$ cat src/design/teq_pkg.sv
package teq_pkg;

	localparam int NUM_TIMERS = 16;
	localparam int TIME_BITS  = 48;
	localparam int ID_BITS    = 4;
	localparam int PER_BITS   = 32;
	localparam int DUE_BITS   = 48;
	localparam logic [TIME_BITS-1:0] TIME_MAX = '1;

	typedef enum logic [1:0] {
		REQ_ARM    = 2'd0,
		REQ_CANCEL = 2'd1,
		REQ_CHANGE = 2'd2,
		REQ_TICK   = 2'd3
	} req_t;

	// Command broadcast from the controller to every cell
	typedef struct packed {
		logic                 arm;
		logic                 cancel;
		logic                 change;
		logic                 expire;
		logic                 clear;
		logic [ID_BITS-1:0]   id;
		logic [PER_BITS-1:0]  ival;
		logic                 per;
		logic                 restart;
		logic [TIME_BITS-1:0] now;
	} cell_cmd_t;

	// Value handed from cell to cell along the chain: earliest armed deadline,
	// any armed slot, and the earliest due slot not yet reported this tick
	typedef struct packed {
		logic                 have;
		logic [TIME_BITS-1:0] dl;
		logic                 any;
		logic                 cand;
		logic [TIME_BITS-1:0] cdl;
		logic [ID_BITS-1:0]   cid;
	} chain_t;

	function automatic logic [TIME_BITS-1:0] sat_add(input logic [TIME_BITS-1:0] a,
			input logic [PER_BITS-1:0] b);
		logic [TIME_BITS:0] s;
		s = {1'b0, a} + {{(TIME_BITS+1-PER_BITS){1'b0}}, b};
		return s[TIME_BITS] ? TIME_MAX : s[TIME_BITS-1:0];
	endfunction

endpackage

$ cat src/design/teq_cell.sv
module teq_cell (
	input  logic              clk,
	input  logic              arst_n,
	input  logic [teq_pkg::ID_BITS-1:0] idx,
	input  teq_pkg::cell_cmd_t cmd,
	input  teq_pkg::chain_t   prev,
	output teq_pkg::chain_t   next
);
	import teq_pkg::*;

	logic                 valid_q;
	logic                 done_q;
	logic [TIME_BITS-1:0] dl_q;
	logic [PER_BITS-1:0]  per_q;
	logic                 rep_q;
	logic                 hit;
	logic                 due;
	logic [TIME_BITS-1:0] start;
	chain_t               link_d;
	chain_t               next_q;

	assign hit = cmd.id == idx;
	// due and not yet reported during this tick
	assign due = valid_q && !done_q && dl_q <= cmd.now;

	// start: now on restart, else the old start, clamped at zero
	always_comb begin
		if (cmd.restart)
			start = cmd.now;
		else if (dl_q >= {{(TIME_BITS-PER_BITS){1'b0}}, per_q})
			start = dl_q - {{(TIME_BITS-PER_BITS){1'b0}}, per_q};
		else
			start = '0;
	end

	// keep the earlier deadline; ties go to the lower index, which sits earlier in the chain
	always_comb begin
		link_d = prev;
		link_d.any = prev.any | valid_q;
		if (valid_q && (!prev.have || dl_q < prev.dl)) begin
			link_d.have = 1'b1;
			link_d.dl   = dl_q;
		end
		if (due && (!prev.cand || dl_q < prev.cdl)) begin
			link_d.cand = 1'b1;
			link_d.cdl  = dl_q;
			link_d.cid  = idx;
		end
	end

	assign next = next_q;

	// register the chain value before handing it to the neighbor
	always_ff @(posedge clk or negedge arst_n) begin
		if (!arst_n) begin
			next_q <= '0;
		end else begin
			next_q <= link_d;
		end
	end

	always_ff @(posedge clk or negedge arst_n) begin
		if (!arst_n) begin
			valid_q <= 1'b0;
			done_q  <= 1'b0;
			dl_q    <= '0;
			per_q   <= '0;
			rep_q   <= 1'b0;
		end else begin
			if (cmd.clear)
				done_q <= 1'b0;
			if (hit) begin
				if (cmd.arm) begin
					valid_q <= 1'b1;
					dl_q    <= sat_add(cmd.now, cmd.ival);
					per_q   <= cmd.ival;
					rep_q   <= cmd.per;
				end else if (cmd.cancel) begin
					valid_q <= 1'b0;
				end else if (cmd.change && valid_q && (cmd.ival != per_q || cmd.restart)) begin
					dl_q  <= sat_add(start, cmd.ival);
					per_q <= cmd.ival;
				end else if (cmd.expire) begin
					done_q <= 1'b1;
					if (rep_q)
						dl_q <= sat_add(cmd.now, per_q);
					else
						valid_q <= 1'b0;
				end
			end
		end
	end
endmodule
$ cat config.mk
export PLATFORM = sky130hd
export DESIGN_NAME = teq_cell
export DESIGN_NICKNAME = d
export VERILOG_FILES = /design/src/design/teq_pkg.sv /design/src/design/teq_cell.sv
export SDC_FILE = /design/constraint.sdc
export NUM_CORES = 1
export LEC_CHECK = 0
export ABC_CLOCK_PERIOD_IN_PS = 6200
export BUFFER_PORTS_ARGS = -buffer_cell sky130_fd_sc_hd__buf_2
export CAP_MARGIN = 20
export CORE_ASPECT_RATIO = 1.1
export CORE_MARGIN = 5
export CORE_UTILIZATION = 45
export CTS_BUF_LIST = sky130_fd_sc_hd__clkbuf_4
export CTS_CLUSTER_SIZE = 40
export DETAILED_ROUTE_END_ITERATION = 10
export HOLD_SLACK_MARGIN = 0.03
export PLACE_DENSITY = 0.68
export SYNTH_ARGS = -nofsm -noshare
export SYNTH_HDL_FRONTEND = slang
export SYNTH_SLANG_ARGS = --single-unit
$ cat constraint.sdc
create_clock -name clk -period 6.2 [get_ports clk]
set_clock_uncertainty 0.1 [all_clocks]
set_input_delay 0 -clock clk [delete_from_list [all_inputs] [get_ports clk]]
set_output_delay 0 -clock clk [all_outputs]
set_load 0.005 [all_outputs]
==> metrics.log, run 1 <==
INFO  metric synth_seq_area_share = between 20% and 30%
INFO  metric netlist_area_pre_place = roughly 0.020 mm2
INFO  metric layout.area.seq = approximately 0.0047 mm2
INFO  metric status = complete, no violations
INFO  metric die_h = approximately 230 um
INFO  metric drc_errors = 0
INFO  metric r2r_end = dl_q[15]
INFO  metric clock_sink_count = approximately 190
INFO  metric timing.slew.headroom = 23.27%
INFO  metric holdPathStages = 3
INFO  metric synth.yosys.warnings = 0
INFO  metric cts_tree = built
INFO  metric final_period_minus_worst_setup_slack = between 6 and 7 ns
INFO  metric timing.critical_path.slowest_cell_delay = roughly 0.57 ns
INFO  metric comb_power_share = 80.1%
INFO  metric timing.reg2reg.worst_path_depth = 26
INFO  metric fillCellCount = ~3700
INFO  metric synthCells = ~2500
INFO  metric initial_utilization = a little under half
INFO  metric cts_inserted_buffers = 17
INFO  metric worst_hold_path.endpoint = per_q[20]
INFO  metric gp_congestion = ~1.0
INFO  metric setup_tns = 0 ns
INFO  metric maximum_number_of_pins_on_one_net_before_global_route_repair = between 70 and 80
INFO  metric final_hold_viol_count = 0
INFO  metric peakVddDrop = roughly 0.21 mV
INFO  metric ys_ff_latch = between 150 and 200
INFO  metric cts-root-to-sink-buffers = 2
INFO  metric detail_route.iter0.violations = 2384
INFO  metric drt.antenna.violating_nets = 0
INFO  metric worstPathRequired = around 6.7 ns
INFO  metric synth.lib_cells_used.distinct = roughly 100
INFO  metric area.growth.synth_to_final = 40.18%
INFO  metric max-cap-violations = 0
INFO  metric synth_fp_nets = a little under 3000
INFO  metric cell_type_with_the_largest_total_area_after_synthesis = sky130_fd_sc_hd__dfrtp_1
INFO  metric whs = between 0.08 and 0.09 ns
INFO  metric setup.reg_to_reg.worst_slack = about 0.2 ns
INFO  metric path_category_of_the_worst_min_delay_check = input pin to register
INFO  metric grt_antenna_before_repair = 4
INFO  metric groute.usage.overall = between 30% and 40%
INFO  metric wire_per_inst = between 20 and 25 um
INFO  metric first_global_vias = ~24000
INFO  metric critical_path.top_delay_family = compound AO/OA/AOI/OAI gates
INFO  metric crit_fanout = 6
INFO  metric postSynth.asyncResetShare = between 90% and 100%
INFO  metric start_of_the_worst_register_to_register_path = dl_q[25]
INFO  metric upper_clock_frequency_limit = roughly 170 MHz
INFO  metric htreeDepth = 4
INFO  metric clock-root-buffer = sky130_fd_sc_hd__clkbuf_4
INFO  metric setup-violations-final = 0
INFO  metric placeableCoreArea = around 0.045 mm2
INFO  metric post_synth_edffs = 0
INFO  metric routed_wl = between 90000 and 100000 um
INFO  metric total_number_of_vias = 23890
INFO  metric p_leak = around 14 nW
INFO  metric crit_type = register to register
INFO  metric synth-main-ff-cell = sky130_fd_sc_hd__dfrtp_1
INFO  metric detail_route.first_pass.iterations = 7
INFO  metric startpoint_type = register
INFO  metric multiInputGateArea = 0.01490 mm2
INFO  metric endpoint_kind = register
INFO  metric worst-endpoint-arrival = roughly 6.5 ns
INFO  metric portBuffers = 302
INFO  metric synth.top_cell.area_share = a little under a quarter
INFO  metric maxSlewViolCount = 0
INFO  metric power.clock.fraction = under 10%
INFO  metric synthesis.area_per_instance = between 8 and 9 um2
INFO  metric globalRoute.totalOverflow = 0
INFO  metric power.switching = about 7 mW
INFO  metric vias_per_cell = just over 6
INFO  metric share_seq_of_total_power = 14.6%
INFO  metric cp_common_cell = sky130_fd_sc_hd__buf_12
INFO  metric powerDensity = 480.9 mW/mm2
INFO  metric finalCritPeriodShare = 96.83%
INFO  metric clkTransAtPathRegs = approximately 0.18 ns
INFO  metric worstMarginPinSlew = roughly 1.1 ns
INFO  metric worstHoldStart = cmd[70]
INFO  metric top_level_ports = just over 300
INFO  metric timing.critical_path.slowest_stage_cell = sky130_fd_sc_hd__or4b_4
INFO  metric ys_top_cells_by_area = sky130_fd_sc_hd__dfrtp_1, sky130_fd_sc_hd__ha_1, sky130_fd_sc_hd__mux2_2
INFO  metric path_buf_inv = 6
INFO  metric rows = 81
INFO  metric fp.dieArea = a little under 0.05 mm2
INFO  metric nets = around 3800
INFO  metric netSwitchingFraction = a little over 50%
INFO  metric first_pass_grt_wire_length = 143200 um
INFO  metric hpwlAfterDp = between 70000 and 80000 um
INFO  metric fraction_of_final_layout_cells_with_drive_strength_greater_than_1 = about 24%
INFO  metric grt_setup_unrepaired = yes
INFO  metric clkLatencyLatePin = 0.74 ns
INFO  metric die-width = about 210 um
INFO  metric internal_power = 6.813 mW
[flip-flops by register name (all words and copies together) (netlist names)]
signal / count
rep_q: 1
per_q: 32
valid_q: 1
dl_q: 48
done_q: 1
next: 103
[through the flow]
stage	power, mW	instance area [um2]	instances	util (%)	setup WS [ns]
after floorplan	7.923	20390	2451	-	0.2141
after global placement	11.91	24330	3510	54.44	-0.006011
after detailed placement	12.02	24330	3510	54.44	-0.1123
after CTS	13.07	28200	3897	63.09	0.02780
after global routing	14.58	28570	3912	63.93	-0.04587
final	13.74	28580	3913	63.94	0.1967
[Yosys cell counts, types with 18 or more instances]
master and count:
sky130_fd_sc_hd__o21a_1 33, sky130_fd_sc_hd__ha_1 270, sky130_fd_sc_hd__nand2_1 175, sky130_fd_sc_hd__o211ai_1 18
sky130_fd_sc_hd__nand4_1 51, sky130_fd_sc_hd__o21ai_0 137, sky130_fd_sc_hd__a21o_1 112, sky130_fd_sc_hd__clkbuf_1 59
sky130_fd_sc_hd__o21ai_1 20, sky130_fd_sc_hd__or3_1 20, sky130_fd_sc_hd__o22ai_1 44, sky130_fd_sc_hd__nor2_1 172
sky130_fd_sc_hd__nor2b_1 26, sky130_fd_sc_hd__a211oi_1 25, sky130_fd_sc_hd__nand2b_1 32, sky130_fd_sc_hd__inv_1 206
sky130_fd_sc_hd__mux2_2 124, sky130_fd_sc_hd__dfrtp_1 186, sky130_fd_sc_hd__nor4_1 25, sky130_fd_sc_hd__o221ai_1 25
sky130_fd_sc_hd__xnor2_1 95, sky130_fd_sc_hd__a31oi_1 21, sky130_fd_sc_hd__xor2_1 85, sky130_fd_sc_hd__nor3_1 45
sky130_fd_sc_hd__a21oi_1 179, sky130_fd_sc_hd__nand3_1 39
[how the worst max path moves through the flow]
| stage | startpoint | slack, ns | end | depth (start not counted) |
|---|---|---|---|---|
| final | dl_q[25] | 0.20 | dl_q[15] | 26 |
| after global placement | per_q[28] | -0.006 | dl_q[27] | 28 |
| after CTS | dl_q[0] | 0.03 | dl_q[27] | 29 |
| after floorplan | dl_q[0] | 0.21 | dl_q[46] | 27 |
| after detailed placement | dl_q[28] | -0.11 | dl_q[15] | 25 |
| after global routing | dl_q[25] | -0.05 | dl_q[4] | 26 |
[worst register-to-register path, stage by stage (launching register included)]
cell                        delay [ns]
sky130_fd_sc_hd__dfrtp_1          0.44
sky130_fd_sc_hd__ha_4             0.30
sky130_fd_sc_hd__nand4_4          0.13
sky130_fd_sc_hd__buf_4            0.18
sky130_fd_sc_hd__nor4_4           0.36
sky130_fd_sc_hd__nand4_1          0.14
sky130_fd_sc_hd__and3_4           0.22
sky130_fd_sc_hd__a31o_1           0.27
sky130_fd_sc_hd__buf_12           0.15
sky130_fd_sc_hd__o21ai_0          0.18
sky130_fd_sc_hd__ha_2             0.24
sky130_fd_sc_hd__inv_1            0.06
sky130_fd_sc_hd__fa_1             0.38
sky130_fd_sc_hd__nand2b_4         0.17
sky130_fd_sc_hd__a21oi_4          0.18
sky130_fd_sc_hd__o2111ai_4        0.15
sky130_fd_sc_hd__a21boi_2         0.21
sky130_fd_sc_hd__o211ai_1         0.20
sky130_fd_sc_hd__a31oi_2          0.29
sky130_fd_sc_hd__o2111ai_2        0.16
sky130_fd_sc_hd__or4b_4           0.57
sky130_fd_sc_hd__buf_4            0.18
sky130_fd_sc_hd__o21ai_4          0.14
sky130_fd_sc_hd__buf_12           0.15
sky130_fd_sc_hd__buf_12           0.13
sky130_fd_sc_hd__nor2_1           0.05
sky130_fd_sc_hd__o31ai_1          0.23
[area by class of cell]
class,instances,area share (%)
clock buffer,19,0.4991
antenna,5,0.04378
inverter,207,2.719
multi-input combinational,1972,52.13
sequential,186,16.29
clock inverter,13,0.4160
tap,581,2.544
timing repair buffer,930,25.36
[placed cells by master (no fill, tap or decap), types with 51 or more instances in the layout]
master / instances
sky130_fd_sc_hd__nor2_1: 168
sky130_fd_sc_hd__a21oi_1: 175
sky130_fd_sc_hd__buf_2: 301
sky130_fd_sc_hd__inv_1: 206
sky130_fd_sc_hd__a21o_1: 112
sky130_fd_sc_hd__xnor2_1: 95
sky130_fd_sc_hd__buf_4: 264
sky130_fd_sc_hd__dlygate4sd3_1: 354
sky130_fd_sc_hd__dfrtp_1: 186
sky130_fd_sc_hd__nand4_1: 51
sky130_fd_sc_hd__nand2_1: 174
sky130_fd_sc_hd__xor2_1: 84
sky130_fd_sc_hd__ha_1: 265
sky130_fd_sc_hd__o21ai_0: 129
sky130_fd_sc_hd__mux2_2: 124
[logic make-up after synthesis]
kind of cell | share of synthesized area [%]
AND/OR/NAND/NOR | 15.32
XOR/XNOR | 7.733
multiplexers | 7.396
buffers and inverters | 5.659
adder cells (fa/ha/maj) | 16.96
flip-flops | 22.83
AO/OA/AOI/OAI | 24.10
[routing by layer]
metal | global-route usage (%) | share of wire (%) | wire (um)
met4 | 20.50 | 6.7 | 6485
met2 | 63.04 | 46 | 44720
met3 | 6.098 | 8.4 | 8122
met5 | 0 | 0.015 | 15
met1 | 46.13 | 39 | 37650
[power by group through the flow]
| stage | registers [mW] | logic [mW] | clock network [mW] |
|---|---|---|---|
| 2_1_floorplan | 2.20 | 5.73 | 0 |
| 3_3_place_gp | 1.98 | 9.93 | 0 |
| 3_5_place_dp | 2.00 | 10.0 | 0 |
| 4_1_cts | 1.97 | 10.4 | 0.727 |
| 5_1_grt | 2.05 | 11.7 | 0.775 |
| 6_report | 2.01 | 11.0 | 0.726 |
[timing repair]
action,in CTS,in global routing
resized for setup,9,47
pin swaps,2,22
hold buffers,355,0
buffers inserted,0,9
setup endpoints to repair,41,48
endpoints found under the hold margin,371,0
gates cloned,0,2
No activity file was read; power rests on OpenSTA's default activity.
==> inputs of run 2 (changes only) <==
Settings changed: CORE_ASPECT_RATIO 1.1 to default, CORE_UTILIZATION 45 to 30, PLACE_DENSITY 0.68 to default.
==> metrics.log, run 2 (synthesis results as in run 1) <==
INFO  metric status = complete, no violations
INFO  metric placeableCoreArea = 0.06728 mm2
INFO  metric critical_path.top_delay_family = compound AO/OA/AOI/OAI gates
INFO  metric powerDensity = 457.4 mW/mm2
INFO  metric cts_tree = built
INFO  metric detail_route.iter0.violations = 1913
INFO  metric worstPathRequired = between 6 and 7 ns
INFO  metric initial_utilization = approximately 30%
INFO  metric clock_sink_count = roughly 190
INFO  metric post-route-cell-area = roughly 0.028 mm2
INFO  metric path_category_of_the_worst_min_delay_check = input pin to register
INFO  metric maxSlewViolCount = 0
INFO  metric die-width = 270.7 um
INFO  metric setup_tns = 0 ns
INFO  metric crit_type = register to register
INFO  metric finalCritPeriodShare = 97.44%
INFO  metric timing.critical_path.slowest_stage_cell = sky130_fd_sc_hd__or4b_4
INFO  metric globalRoute.totalOverflow = 0
INFO  metric drc_errors = 0
INFO  metric nets = roughly 3700
INFO  metric rows = 95
INFO  metric cts-root-to-sink-buffers = 2
INFO  metric drt.antenna.violating_nets = 0
INFO  metric vias_per_cell = 5.441
INFO  metric p_leak = between 10 and 15 nW
INFO  metric top_level_ports = about 300
INFO  metric maximum_number_of_pins_on_one_net_before_global_route_repair = around 70
INFO  metric largest_register_ffs = 103
INFO  metric pre_cts_ws = -0.2699 ns
INFO  metric hpwlAfterDp = 69510 um
INFO  metric finish.cell_count_without_fillers = 4116
INFO  metric final_core_utilization = between 40% and 50%
INFO  metric path_buf_inv = 7
INFO  metric setup-violations-final = 0
INFO  metric peakVddDrop = ~0.19 mV
INFO  metric detail_route.first_pass.iterations = 8
INFO  metric fp.dieArea = 0.07327 mm2
INFO  metric power.total = around 13 mW
INFO  metric die_h = ~270 um
INFO  metric first_pass_grt_wire_length = 135100 um
INFO  metric timing.critical_path.slowest_cell_delay = 0.58 ns
INFO  metric final_period_minus_worst_setup_slack = approximately 6.0 ns
INFO  metric max-cap-violations = 0
INFO  metric upper_clock_frequency_limit = approximately 170 MHz
INFO  metric portBuffers = between 300 and 400
INFO  metric layout.cells.most_common = sky130_fd_sc_hd__dlygate4sd3_1
INFO  metric groute.usage.overall = 23.66%
INFO  metric grt_antenna_before_repair = 3
INFO  metric final_hold_viol_count = 0
INFO  metric wire_per_inst = around 22 um
INFO  metric whs = approximately 0.095 ns
INFO  metric total_number_of_vias = approximately 22000
INFO  metric first_global_vias = about 22000
INFO  metric clkTransAtPathRegs = ~0.21 ns
INFO  metric routed_wl = roughly 91000 um
INFO  metric area.growth.synth_to_final = 38.72%
INFO  metric setup_slack = around 0.16 ns
INFO  metric fraction_of_final_layout_cells_with_drive_strength_greater_than_1 = roughly 22%
INFO  metric worst-endpoint-arrival = about 6.6 ns
INFO  metric htreeDepth = 4
INFO  metric clock-root-buffer = sky130_fd_sc_hd__clkbuf_4
INFO  metric worstMarginPinSlew = between 1 and 1.5 ns
INFO  metric startpoint_type = register
INFO  metric crit_fanout = 10
INFO  metric dpl-instance-area = around 0.024 mm2
INFO  metric timing.slew.headroom = roughly 8.1%
INFO  metric cts_inserted_buffers = 17
INFO  metric layout_common_cells = sky130_fd_sc_hd__dlygate4sd3_1, sky130_fd_sc_hd__buf_2, sky130_fd_sc_hd__ha_1, sky130_fd_sc_hd__inv_1, sky130_fd_sc_hd__dfrtp_1
INFO  metric endpoint_kind = register
INFO  metric cp_common_cell = sky130_fd_sc_hd__buf_4
INFO  metric gp_congestion = ~1
INFO  metric numPlacedInstances = around 3700
INFO  metric clkLatencyLatePin = approximately 0.73 ns
run 2: cell count changes in the layout (fill, tap and decap cells not counted), moves of 3 or more:
cell,previous run,this run
sky130_fd_sc_hd__buf_4,264,180
sky130_fd_sc_hd__o21ai_1,26,22
sky130_fd_sc_hd__clkinv_4,2,5
sky130_fd_sc_hd__nor3_1,43,40
sky130_fd_sc_hd__nor3_2,2,5
sky130_fd_sc_hd__o21ai_0,129,132
run 2: tightest hold or removal path: stages:
cell	delay [ns]
sky130_fd_sc_hd__dlygate4sd3_1	0.54
sky130_fd_sc_hd__buf_2	0.17
sky130_fd_sc_hd__mux2_2	0.16
run 2: power breakdown:
| part | internal [mW] | total, mW | switching, mW |
|---|---|---|---|
| Sequential | 1.74 | 2.05 | 0.307 |
| Clock | 0.211 | 0.704 | 0.493 |
| Combinational | 4.40 | 10.2 | 5.78 |
| Total | 6.35 | 12.9 | 6.58 |
run 2: layout make-up:
class                   instances  area (um2)
repair buffers                842        6548
multi-input cells            1973       14940
flip-flops and latches        186        4654
clock buffers                  19       142.6
well taps                     873        1092
diodes                          3       7.507
fillers                      6699       39000
inverters                     207       777.0
clock inverters                13       121.4
run 2: final timing paths:
kind                           from        end  slack, ns  cells past startpoint
min in group asynchronous    arst_n   next[53]       0.33                      4
max in group asynchronous    arst_n  per_q[30]       4.85                      4
setup reg to reg           dl_q[21]   dl_q[34]       0.16                     27
hold reg to reg            per_q[7]   per_q[7]       0.50                      1
setup / recovery           dl_q[21]   dl_q[34]       0.16                     27
hold / removal              cmd[56]   per_q[6]       0.09                      3
run 2: layer usage:
metal | vias to the layer above | global-route usage (%) | wire length [um] | share of wire (%)
met5 | - | 0 | 0 | 0
li1 | 10540 | - | - | -
met1 | 10690 | 30.69 | 38410 | 42
met4 | 0 | 10.49 | 4450 | 4.9
met2 | 961 | 38.53 | 41270 | 46
met3 | 201 | 4.315 | 6456 | 7.1
run 2: repair_timing:
item / 4_1_cts / 5_1_grt
endpoints found under the setup margin: 46 / 48
pin swaps: 3 / 16
gates cloned: 0 / 2
resized for setup: 14 / 47
hold buffers: 355 / 0
endpoints found under the hold margin: 372 / 0
buffers inserted: 2 / 9
